**config.mk**
```make
export PLATFORM = sky130hd
export DESIGN_NAME = slot_array_max_priority_queue_core
export DESIGN_NICKNAME = d
export VERILOG_FILES = /design/src/hw/rtl/sapq_pkg.sv /design/src/hw/rtl/sapq_cell.sv /design/src/hw/rtl/slot_array_max_priority_queue_core.sv
export SDC_FILE = /design/constraint.sdc
export NUM_CORES = 2
export LEC_CHECK = 0
export BUFFER_PORTS_ARGS = -buffer_cell sky130_fd_sc_hd__clkbuf_2
export CAP_MARGIN = 0
export CORE_MARGIN = 10
export CORE_UTILIZATION = 31
export DETAILED_ROUTE_END_ITERATION = 8
export PLACE_DENSITY = 0.48
export SETUP_SLACK_MARGIN = 0.2
export SLEW_MARGIN = 15
export SYNTH_ARGS = -nofsm -noshare
export SYNTH_HDL_FRONTEND = slang
export SYNTH_SLANG_ARGS = --single-unit
```
**constraint.sdc**
```tcl
create_clock -name clk -period 21 [get_ports clk]
set_clock_uncertainty 0.2 [all_clocks]
set_input_delay 1.05 -clock clk [delete_from_list [all_inputs] [get_ports clk]]
set_output_delay 1.05 -clock clk [all_outputs]
set_load 0.02 [all_outputs]
```
**src/hw/rtl/sapq_pkg.sv**
```systemverilog
// ----------------------------------------------------------------------------
// sapq_pkg
// Shared types and constants for the slot-array max priority queue.
// ----------------------------------------------------------------------------
package sapq_pkg;

  localparam int SLOTS_DEF = 16;
  localparam int DATA_W    = 32;

  typedef enum logic [0:0] {
    OP_INSERT = 1'b0,
    OP_DELETE = 1'b1
  } op_kind_t;

  typedef enum logic [1:0] {
    ST_OK    = 2'd0,
    ST_EMPTY = 2'd1,
    ST_FULL  = 2'd2,
    ST_NULL  = 2'd3
  } status_t;

  typedef struct packed {
    op_kind_t                  kind;
    logic [DATA_W-1:0]         payload;
    logic signed [DATA_W-1:0]  priority_req;
  } in_item_t;

  typedef struct packed {
    logic [DATA_W-1:0] out_payload;
    status_t           status;
  } out_item_t;

  // Operation wavefront handed from cell to cell.
  // Insert: payload/prio carry the new entry, hit marks "already placed".
  // Delete: payload/prio carry the best entry so far, hit marks "found one".
  typedef struct packed {
    logic                      valid;
    op_kind_t                  kind;
    logic                      null_f;
    logic                      hit;
    logic [DATA_W-1:0]         payload;
    logic signed [DATA_W-1:0]  prio;
  } wave_t;

endpackage

```
**src/hw/rtl/sapq_cell.sv**
```systemverilog
// ----------------------------------------------------------------------------
// sapq_cell
// One queue slot: holds used flag, payload and priority, and passes the
// operation wavefront on to the next slot through its wave register.
// ----------------------------------------------------------------------------
module sapq_cell #(
  parameter int IW    = 4,
  parameter int INDEX = 0
) (
  input  logic              clk,
  input  logic              rst_n,
  input  sapq_pkg::wave_t   wave_i,
  input  logic [IW-1:0]     idx_i,
  input  logic              clr_en,
  input  logic [IW-1:0]     clr_idx,
  output sapq_pkg::wave_t   wave_o,
  output logic [IW-1:0]     idx_o
);
  import sapq_pkg::*;

  localparam logic [IW-1:0] MY_IDX = IW'(INDEX);

  logic                     used_r, used_nxt;
  logic [DATA_W-1:0]        pay_r, pay_nxt;
  logic signed [DATA_W-1:0] pri_r, pri_nxt;
  wave_t                    wave_r, wave_nxt;
  logic [IW-1:0]            idx_r, idx_nxt;

  always_comb begin
    wave_nxt = wave_i;
    idx_nxt  = idx_i;
    used_nxt = used_r;
    pay_nxt  = pay_r;
    pri_nxt  = pri_r;
    if (wave_i.valid) begin
      case (wave_i.kind)
        OP_INSERT: begin
          // first free slot takes the entry
          if (!used_r && !wave_i.hit && !wave_i.null_f) begin
            used_nxt     = 1'b1;
            pay_nxt      = wave_i.payload;
            pri_nxt      = wave_i.prio;
            wave_nxt.hit = 1'b1;
          end
        end
        OP_DELETE: begin
          // >= so that the highest-numbered slot wins a tie
          if (used_r && (!wave_i.hit || (pri_r >= wave_i.prio))) begin
            wave_nxt.payload = pay_r;
            wave_nxt.prio    = pri_r;
            wave_nxt.hit     = 1'b1;
            idx_nxt          = MY_IDX;
          end
        end
        default: begin
          wave_nxt = wave_i;
        end
      endcase
    end
    if (clr_en && (clr_idx == MY_IDX)) begin
      used_nxt = 1'b0;
    end
  end

  always_ff @(posedge clk) begin
    if (!rst_n) begin
      used_r <= 1'b0;
      wave_r <= '0;
    end else begin
      used_r <= used_nxt;
      wave_r <= wave_nxt;
    end
  end

  always_ff @(posedge clk) begin
    pay_r <= pay_nxt;
    pri_r <= pri_nxt;
    idx_r <= idx_nxt;
  end

  assign wave_o = wave_r;
  assign idx_o  = idx_r;

endmodule

```
**src/hw/rtl/slot_array_max_priority_queue_core.sv**
```systemverilog
// ----------------------------------------------------------------------------
// slot_array_max_priority_queue_core
// Fixed-size max priority queue built as a chain of slot cells.
// ----------------------------------------------------------------------------
// Usage:
//  - Input channel (in_valid / in_stall / in_data): one transaction is one
//    operation, insert (payload + signed Q16.16 priority) or delete-max.
//  - Output channel (out_valid / out_stall / out_data): exactly one result
//    transaction per operation, in order: removed payload and a status
//    (ok, empty on delete, full on insert, null payload rejected).
//  - An operation travels down the cell chain one slot per cycle; insert
//    claims the lowest free slot, delete-max carries the best entry seen so
//    far and clears the winner when the wavefront leaves the last slot.
//  - One operation is in the chain at a time, so throughput is set by the
//    length of the slot chain.
//  - A finished result sits in the output register; the next operation is
//    accepted meanwhile. If the receiver still stalls when that next one
//    completes, it waits in a hold register and in_stall stays high.
//  - Reset (rst_n low, synchronous) frees every slot and empties the output;
//    there is no clearing pass.
// ----------------------------------------------------------------------------
module slot_array_max_priority_queue_core #(
  parameter int SLOTS = sapq_pkg::SLOTS_DEF
) (
  input  logic                clk,
  input  logic                rst_n,
  input  logic                in_valid,
  output logic                in_stall,
  input  sapq_pkg::in_item_t  in_data,
  output logic                out_valid,
  input  logic                out_stall,
  output sapq_pkg::out_item_t out_data
);
  import sapq_pkg::*;

  localparam int IW = $clog2(SLOTS);

  // wavefront between cells; entry [0] is the incoming operation
  wave_t         wave [0:SLOTS];
  logic [IW-1:0] widx [0:SLOTS];

  logic          accept;
  logic          busy_r, busy_nxt;
  logic          out_valid_r, out_valid_nxt;
  out_item_t     out_data_r, out_data_nxt;
  logic          hold_valid_r, hold_valid_nxt;
  out_item_t     hold_data_r, hold_data_nxt;

  logic          exit_vld;
  logic          clr_en;
  logic [IW-1:0] clr_idx;
  logic          out_free;
  out_item_t     res;

  assign in_stall = busy_r;
  assign accept   = in_valid && !busy_r;

  assign wave[0].valid   = accept;
  assign wave[0].kind    = in_data.kind;
  assign wave[0].null_f  = (in_data.payload == '0);
  assign wave[0].hit     = 1'b0;
  assign wave[0].payload = in_data.payload;
  assign wave[0].prio    = in_data.priority_req;
  assign widx[0]         = '0;

  for (genvar g = 0; g < SLOTS; g++) begin : g_cell
    sapq_cell #(
      .IW    (IW),
      .INDEX (g)
    ) u_cell (
      .clk     (clk),
      .rst_n   (rst_n),
      .wave_i  (wave[g]),
      .idx_i   (widx[g]),
      .clr_en  (clr_en),
      .clr_idx (clr_idx),
      .wave_o  (wave[g+1]),
      .idx_o   (widx[g+1])
    );
  end

  // wavefront leaving the last slot: finish the operation
  assign exit_vld = wave[SLOTS].valid;
  assign clr_en   = exit_vld && (wave[SLOTS].kind == OP_DELETE) && wave[SLOTS].hit;
  assign clr_idx  = widx[SLOTS];

  always_comb begin
    res.out_payload = '0;
    res.status      = ST_OK;
    case (wave[SLOTS].kind)
      OP_INSERT: begin
        if (wave[SLOTS].null_f) begin
          res.status = ST_NULL;
        end else if (!wave[SLOTS].hit) begin
          res.status = ST_FULL;
        end
      end
      OP_DELETE: begin
        if (wave[SLOTS].hit) begin
          res.out_payload = wave[SLOTS].payload;
        end else begin
          res.status = ST_EMPTY;
        end
      end
      default: begin
        res.status = ST_OK;
      end
    endcase
  end

  assign out_free = !out_valid_r || !out_stall;

  always_comb begin
    busy_nxt       = busy_r;
    out_valid_nxt  = out_valid_r;
    out_data_nxt   = out_data_r;
    hold_valid_nxt = hold_valid_r;
    hold_data_nxt  = hold_data_r;
    if (accept) begin
      busy_nxt = 1'b1;
    end
    if (hold_valid_r && out_free) begin
      out_valid_nxt  = 1'b1;
      out_data_nxt   = hold_data_r;
      hold_valid_nxt = 1'b0;
      busy_nxt       = 1'b0;
    end else if (exit_vld && out_free) begin
      out_valid_nxt = 1'b1;
      out_data_nxt  = res;
      busy_nxt      = 1'b0;
    end else if (exit_vld) begin
      hold_valid_nxt = 1'b1;
      hold_data_nxt  = res;
    end else if (out_valid_r && !out_stall) begin
      out_valid_nxt = 1'b0;
    end
  end

  always_ff @(posedge clk) begin
    if (!rst_n) begin
      busy_r       <= 1'b0;
      out_valid_r  <= 1'b0;
      hold_valid_r <= 1'b0;
    end else begin
      busy_r       <= busy_nxt;
      out_valid_r  <= out_valid_nxt;
      hold_valid_r <= hold_valid_nxt;
    end
  end

  always_ff @(posedge clk) begin
    out_data_r  <= out_data_nxt;
    hold_data_r <= hold_data_nxt;
  end

  assign out_valid = out_valid_r;
  assign out_data  = out_data_r;

  // an operation in the chain always owns the busy flag
  a_exit_busy : assert property (@(posedge clk) disable iff (!rst_n)
    exit_vld |-> busy_r)
    else $error("wavefront left the chain with no operation pending");

  // a held result and a fresh wavefront never meet
  a_hold_excl : assert property (@(posedge clk) disable iff (!rst_n)
    !(hold_valid_r && exit_vld))
    else $error("result hold register overrun");

  // only a successful delete carries a payload
  a_pay_zero : assert property (@(posedge clk) disable iff (!rst_n)
    (out_valid_r && (out_data_r.status != ST_OK)) |-> (out_data_r.out_payload == '0))
    else $error("nonzero payload on failed operation");

  // accepted operation keeps the input closed next cycle
  a_acc_busy : assert property (@(posedge clk) disable iff (!rst_n)
    accept |=> in_stall)
    else $error("second operation accepted while one is in the chain");

endmodule

```
# ---- After elaboration in Yosys (flattened, before gate mapping)
# Index checks and enable logic that the tools add are counted.
dict set report op_classes {
  n_lt_le_gt_ge 15
  n_eq_ne 16
  mux 135
  bitwise 20
  n_reduce_logical 177
}
# op n
set ops {}
lappend ops {{$mux 68} 16}
lappend ops {{$mux 65} 16}
lappend ops {{$mux 64} 16}
lappend ops {{$ge 32x32->1} 15}
lappend ops {{$mux 4} 42}
lappend ops {{$logic_and 1x1->1} 68}
lappend ops {{$mux 34} 2}
lappend ops {{$mux 32} 2}
lappend ops {{$reduce_and 3->1} 17}
lappend ops {{$logic_not 1->1} 50}
lappend ops {{$reduce_or 2->1} 17}
lappend ops {{$eq 4x4->1 const B} 8}
lappend ops {{$logic_not 32->1} 1}
lappend ops {{$pmux 1 s2} 16}
lappend ops {{$mux 1} 22}
lappend ops {{$not 1->1} 20}
lappend ops {{$eq 4x3->1 const B} 4}
lappend ops {{$logic_or 1x1->1} 16}
lappend ops {{$eq 4x2->1 const B} 2}
lappend ops {{$reduce_and 2->1} 4}
lappend ops {{$eq 4x1->1 const B} 1}
lappend ops {{$logic_not 4->1} 1}
lappend ops {{$mux 2} 2}
lappend ops {{$pmux 2 s2} 1}
lappend ops {{other kinds (4)} 4}
dict set report totals {
  ff_bits 2227
  in_bits 69
  output_inout_bits 36
}

# ---- Logic depth before layout (Yosys ltp)
dict set report depth {
  depth_word 6
  ltp_mapped 13
  depth_no_buf 10
}

# ---- Cells and area by module
# Synthesis repeated with hierarchy kept, for this count alone.
dict set report unflattened {
  hier_cells 7916
  area_unflattened_um2 91858.1
}
# module instances cells_per_inst area_each_um2 seq_area_each_um2
set modules_own_cells {}
lappend modules_own_cells {{sapq_cell at g_cell[0].u_cell ...} 5 484 5557.8 3383.2}
lappend modules_own_cells {{sapq_cell at g_cell[11].u_cell ...} 3 484 5560.3 3383.2}
lappend modules_own_cells {{sapq_cell at g_cell[5].u_cell ...} 3 484 5534.1 3383.2}
lappend modules_own_cells {{sapq_cell at g_cell[13].u_cell ...} 2 483 5555.3 3383.2}
lappend modules_own_cells {{sapq_cell at g_cell[10].u_cell} 1 483 5557.8 3383.2}
lappend modules_own_cells {{sapq_cell at g_cell[7].u_cell} 1 485 5536.6 3383.2}
lappend modules_own_cells {{sapq_cell at g_cell[8].u_cell} 1 485 5534.1 3383.2}
lappend modules_own_cells {slot_array_max_priority_queue_core 1 173 3046.7 2102.0}

# ---- Worst setup path after synthesis
# No wires, ideal clock.
dict set report synth_path {
  path_type {reg2reg}
  start {register g_cell[15].u_cell.used_r}
  end {register g_cell[15].u_cell.used_r}
  setup_time_ns 0.086
  arrival_ns 7.564
  required_time_ns 20.714
  slack_ns 13.151
  stages_incl_launch_ff 3
  path_buffers 0
  period_less_slack_ns 7.849
  path_cell_list {dfxtp_1 > nor4_1 > o221a_2}
}
dict set report synth_via {
  elab_chain_len 4
}
# element line
set synth_rtl {}
lappend synth_rtl {{start: declaration} sapq_cell.sv:23} ;# logic used_r, used_nxt;
lappend synth_rtl {{start signal: assignment} sapq_cell.sv:70} ;# used_r <= used_nxt;
lappend synth_rtl {{$logic_not 1->1} sapq_cell.sv:39} ;# if (!used_r && !wave_i.hit && !wave_i.null_f) begin
lappend synth_rtl {{$logic_and 1x1->1 (2 in a row)} sapq_cell.sv:39}
lappend synth_rtl {{$reduce_and 3->1 (no source line)} --}
# No other way between the ends.
# A chain may end at the register's enable or synchronous reset.

==> impl_metrics.toml <==
[run_status]
status = "complete, no violations"

[clock_tree]
cts_resized = 0
cts_tree = "built"
clk_path_buf_depth = 4
cts_buffers = 228
cts_hold_buf = 0
cts_setup_buffers = 0
cts-root-buf = "clkbuf_16"
clkTransAtPathRegs_ns = 0.06
htree_levels = 4
clkSinkCount = 2216
clock_latency_ns = 0.86

[synthesis]
synth_top_cell_by_area = "edfxtp_1"
ys_ff_latch = 2216
synth_edf_count = 1092
synth.area.top_cells = "edfxtp_1 38%, dfxtp_1 26%, ha_1 7.0%"
synth_ff_type = "dfxtp_1"
synth_nets = 8210
seq_area_frac_synth_pct = 64.36
synth_area_um2 = 85910
syn-mean-instance-area_um2 = 11.21
yosysUniqueCellTypes = 61
synth_top_area_share_pct = 38.17
yosysWarnings = 0
synthCells = 7661
async_flop_share_pct = 0

[finish]
multi_input_area_um2 = 27220
n_antenna_cell = 0
nets = 8171
regArea_um2 = 55290
layout_common_cells = "1,343 x nand2_1, 1,124 x dfxtp_1, 1,092 x edfxtp_1"
final_common_cell = "nand2_1"
fin_util_pct = 35.22
area_delta_synth_final_pct = 13.24
fillers = 27250
post_route_cells_drive_above_1_share_pct = 7.723

[sta]
timing.fmax_mhz = 157.1
hold_viol_final = 0
post-route-min-period_ns = 6.367
setup_viol = 0
tns_ns = 0
tightestPinTransition_ns = 1.140
grt_setup_unrepaired = "no"
slew_headroom_pct = 23.36
slew_viol_final = 0
fin_crit_sh_pct = 30.32

[pwr]
vdd_drop_max_v = 0.00007971
leakage_nw = 35.76
powerDensity_nw_per_um2 = 88.62

[setup_path]
crit-reg2reg-launch = "g_cell[7].u_cell.pri_r[25]"
rr_endpoint = "g_cell[7].u_cell.wave_o[15]"
critPathKind = "in2reg"
critical_path_peak_fanout = 258
ff2ff_setup_slack_ns = 16.51
worst_ep_required_time_ns = 21.58
reg2reg_depth = 10
endpoint_kind = "register"
worstPathArrival_ns = 6.95
cp-start-kind = "input port"

[die]
start_util_pct = 31.10
io_pins = 105
die-area_um2 = 298600
rows = 193
core-area_um2 = 276300
fp.dieH_um = 546.4
die_w_um = 546.4

[placement]
gp_congestion = 0.7947
numPortBuffers = 104
dp_hpwl_um = 103300

[global_route]
grt_pass1_vias = 50740
grt_antenna_before_repair = 1
grt_max_degree = 259
grt.total_usage_pct = 10.30
overflow = 0
grt_pass1_wl_um = 266400

[detailed_routing]
antenna_left = 0
routed_via_density = 4.435
route.detailed.drc = 0
wl_um = 158800
num_vias = 51060
drtIter0Drc = 3161
post_drt_wl_per_cell_um = 13.79
drt_first_pass_iters = 6

[hold_path]
hp-start = "g_cell[6].u_cell.wave_o[32]"
min_path_type = "reg2reg"
whs_path_depth = 0
min_to = "g_cell[7].u_cell.pay_r[0]"

[flow_run]
maxCapViolCount = 0
worst max-delay path, stage by stage:
cell and delay, ns:
buf_12 0.64, buf_4 0.85, buf_4 0.96, buf_4 0.85, buf_4 0.81, buf_4 0.96
nand2_1 0.12, mux2i_1 0.19
layer usage:
metal  vias up  global-route usage [%]  share of wire [%]
li1      26730                       -                  -
met1     23350                   14.32                 50
met2       673                   16.12                 43
met3       308                   1.910                3.7
met4         0                   3.493                3.2
met5         -                       0                  0
layout make-up:
type                       instances  share of cell area [%]
clock buffer                     335                   6.789
clock inverter                    81                  0.6842
inverter                         501                   1.933
multi-input combinational       4515                   27.98
sequential                      2216                   56.84
tap                             3705                   4.765
timing repair buffer             160                   1.016
synth_stat cells, drive strengths merged (5+ instances only):
cell type / n
or2: 24
or3: 11
nor4: 34
nor4b: 5
edfxtp: 1092
nor3: 20
a21oi: 185
mux2i: 194
o31a: 11
or4: 5
clkbuf: 341
a21o: 71
a2111oi: 9
o21ai: 802
ha: 480
buf: 88
mux2: 35
o31ai: 12
dfxtp: 1124
nand3: 767
and4: 8
o221a: 13
and2: 65
a211o: 5
a221oi: 5
nand2b: 14
nor3b: 11
nand2: 1343
nor2: 41
o21a: 10
and3: 51
o211ai: 20
a21boi: 69
a211oi: 16
inv: 501
nor2b: 47
nand4: 101
how the worst max path moves through the flow:
| stage | from | to | slack, ns | cells after the start |
|---|---|---|---|---|
| global placement | rst_n | g_cell[13].u_cell.wave_o[31] | 14.04 | 8 |
| CTS | rst_n | g_cell[13].u_cell.wave_o[8] | 14.76 | 8 |
| detailed placement | rst_n | g_cell[13].u_cell.wave_o[8] | 13.84 | 8 |
| finish | rst_n | g_cell[14].u_cell.wave_o[28] | 14.63 | 8 |
| global route | rst_n | g_cell[13].u_cell.wave_o[0] | 14.17 | 8 |
| floorplan | g_cell[15].u_cell.used_r | g_cell[15].u_cell.used_r | 13.15 | 2 |
sequential cells by signal, indices dropped and copies added, names as in the netlist:
signal,cells
g_cell.u_cell.pay_r,512
hold_valid_r,1
out_valid,1
hold_data_r,34
g_cell.u_cell.wave_o,1056
g_cell.u_cell.pri_r,512
out_data,34
g_cell.u_cell.idx_o,49
in_stall,1
g_cell.u_cell.used_r,16
through the flow:
step	std cells	hold WS, ns	total power, W	setup slack [ns]	area (um2)
floorplan	7661	0.1863	0.004760	13.15	85910
global placement	11100	0.2009	0.004802	14.04	90000
detailed placement	11100	0.1981	0.004806	13.84	90000
CTS	11510	0.1070	0.008768	14.76	97270
global route	11510	0.1390	0.008964	14.17	97280
finish	11510	0.1928	0.008621	14.63	97280
power breakdown:
group,internal [W],switching (W),leakage (nW)
sequential,0.00454,0.0000206,21.2
combinational,0.0000396,0.000107,11.0
clock,0.00229,0.00162,3.61
kinds of logic after synthesis:
| logic type | synth area share, % |
|---|---|
| buffers and inverters | 4.218 |
| adder cells (fa/ha/maj) | 6.991 |
| multiplexers | 2.719 |
| AND/OR/NAND/NOR | 13.48 |
| flip-flops | 64.36 |
| AO/OA/AOI/OAI | 8.233 |
(Power assumes the default switching activity.)
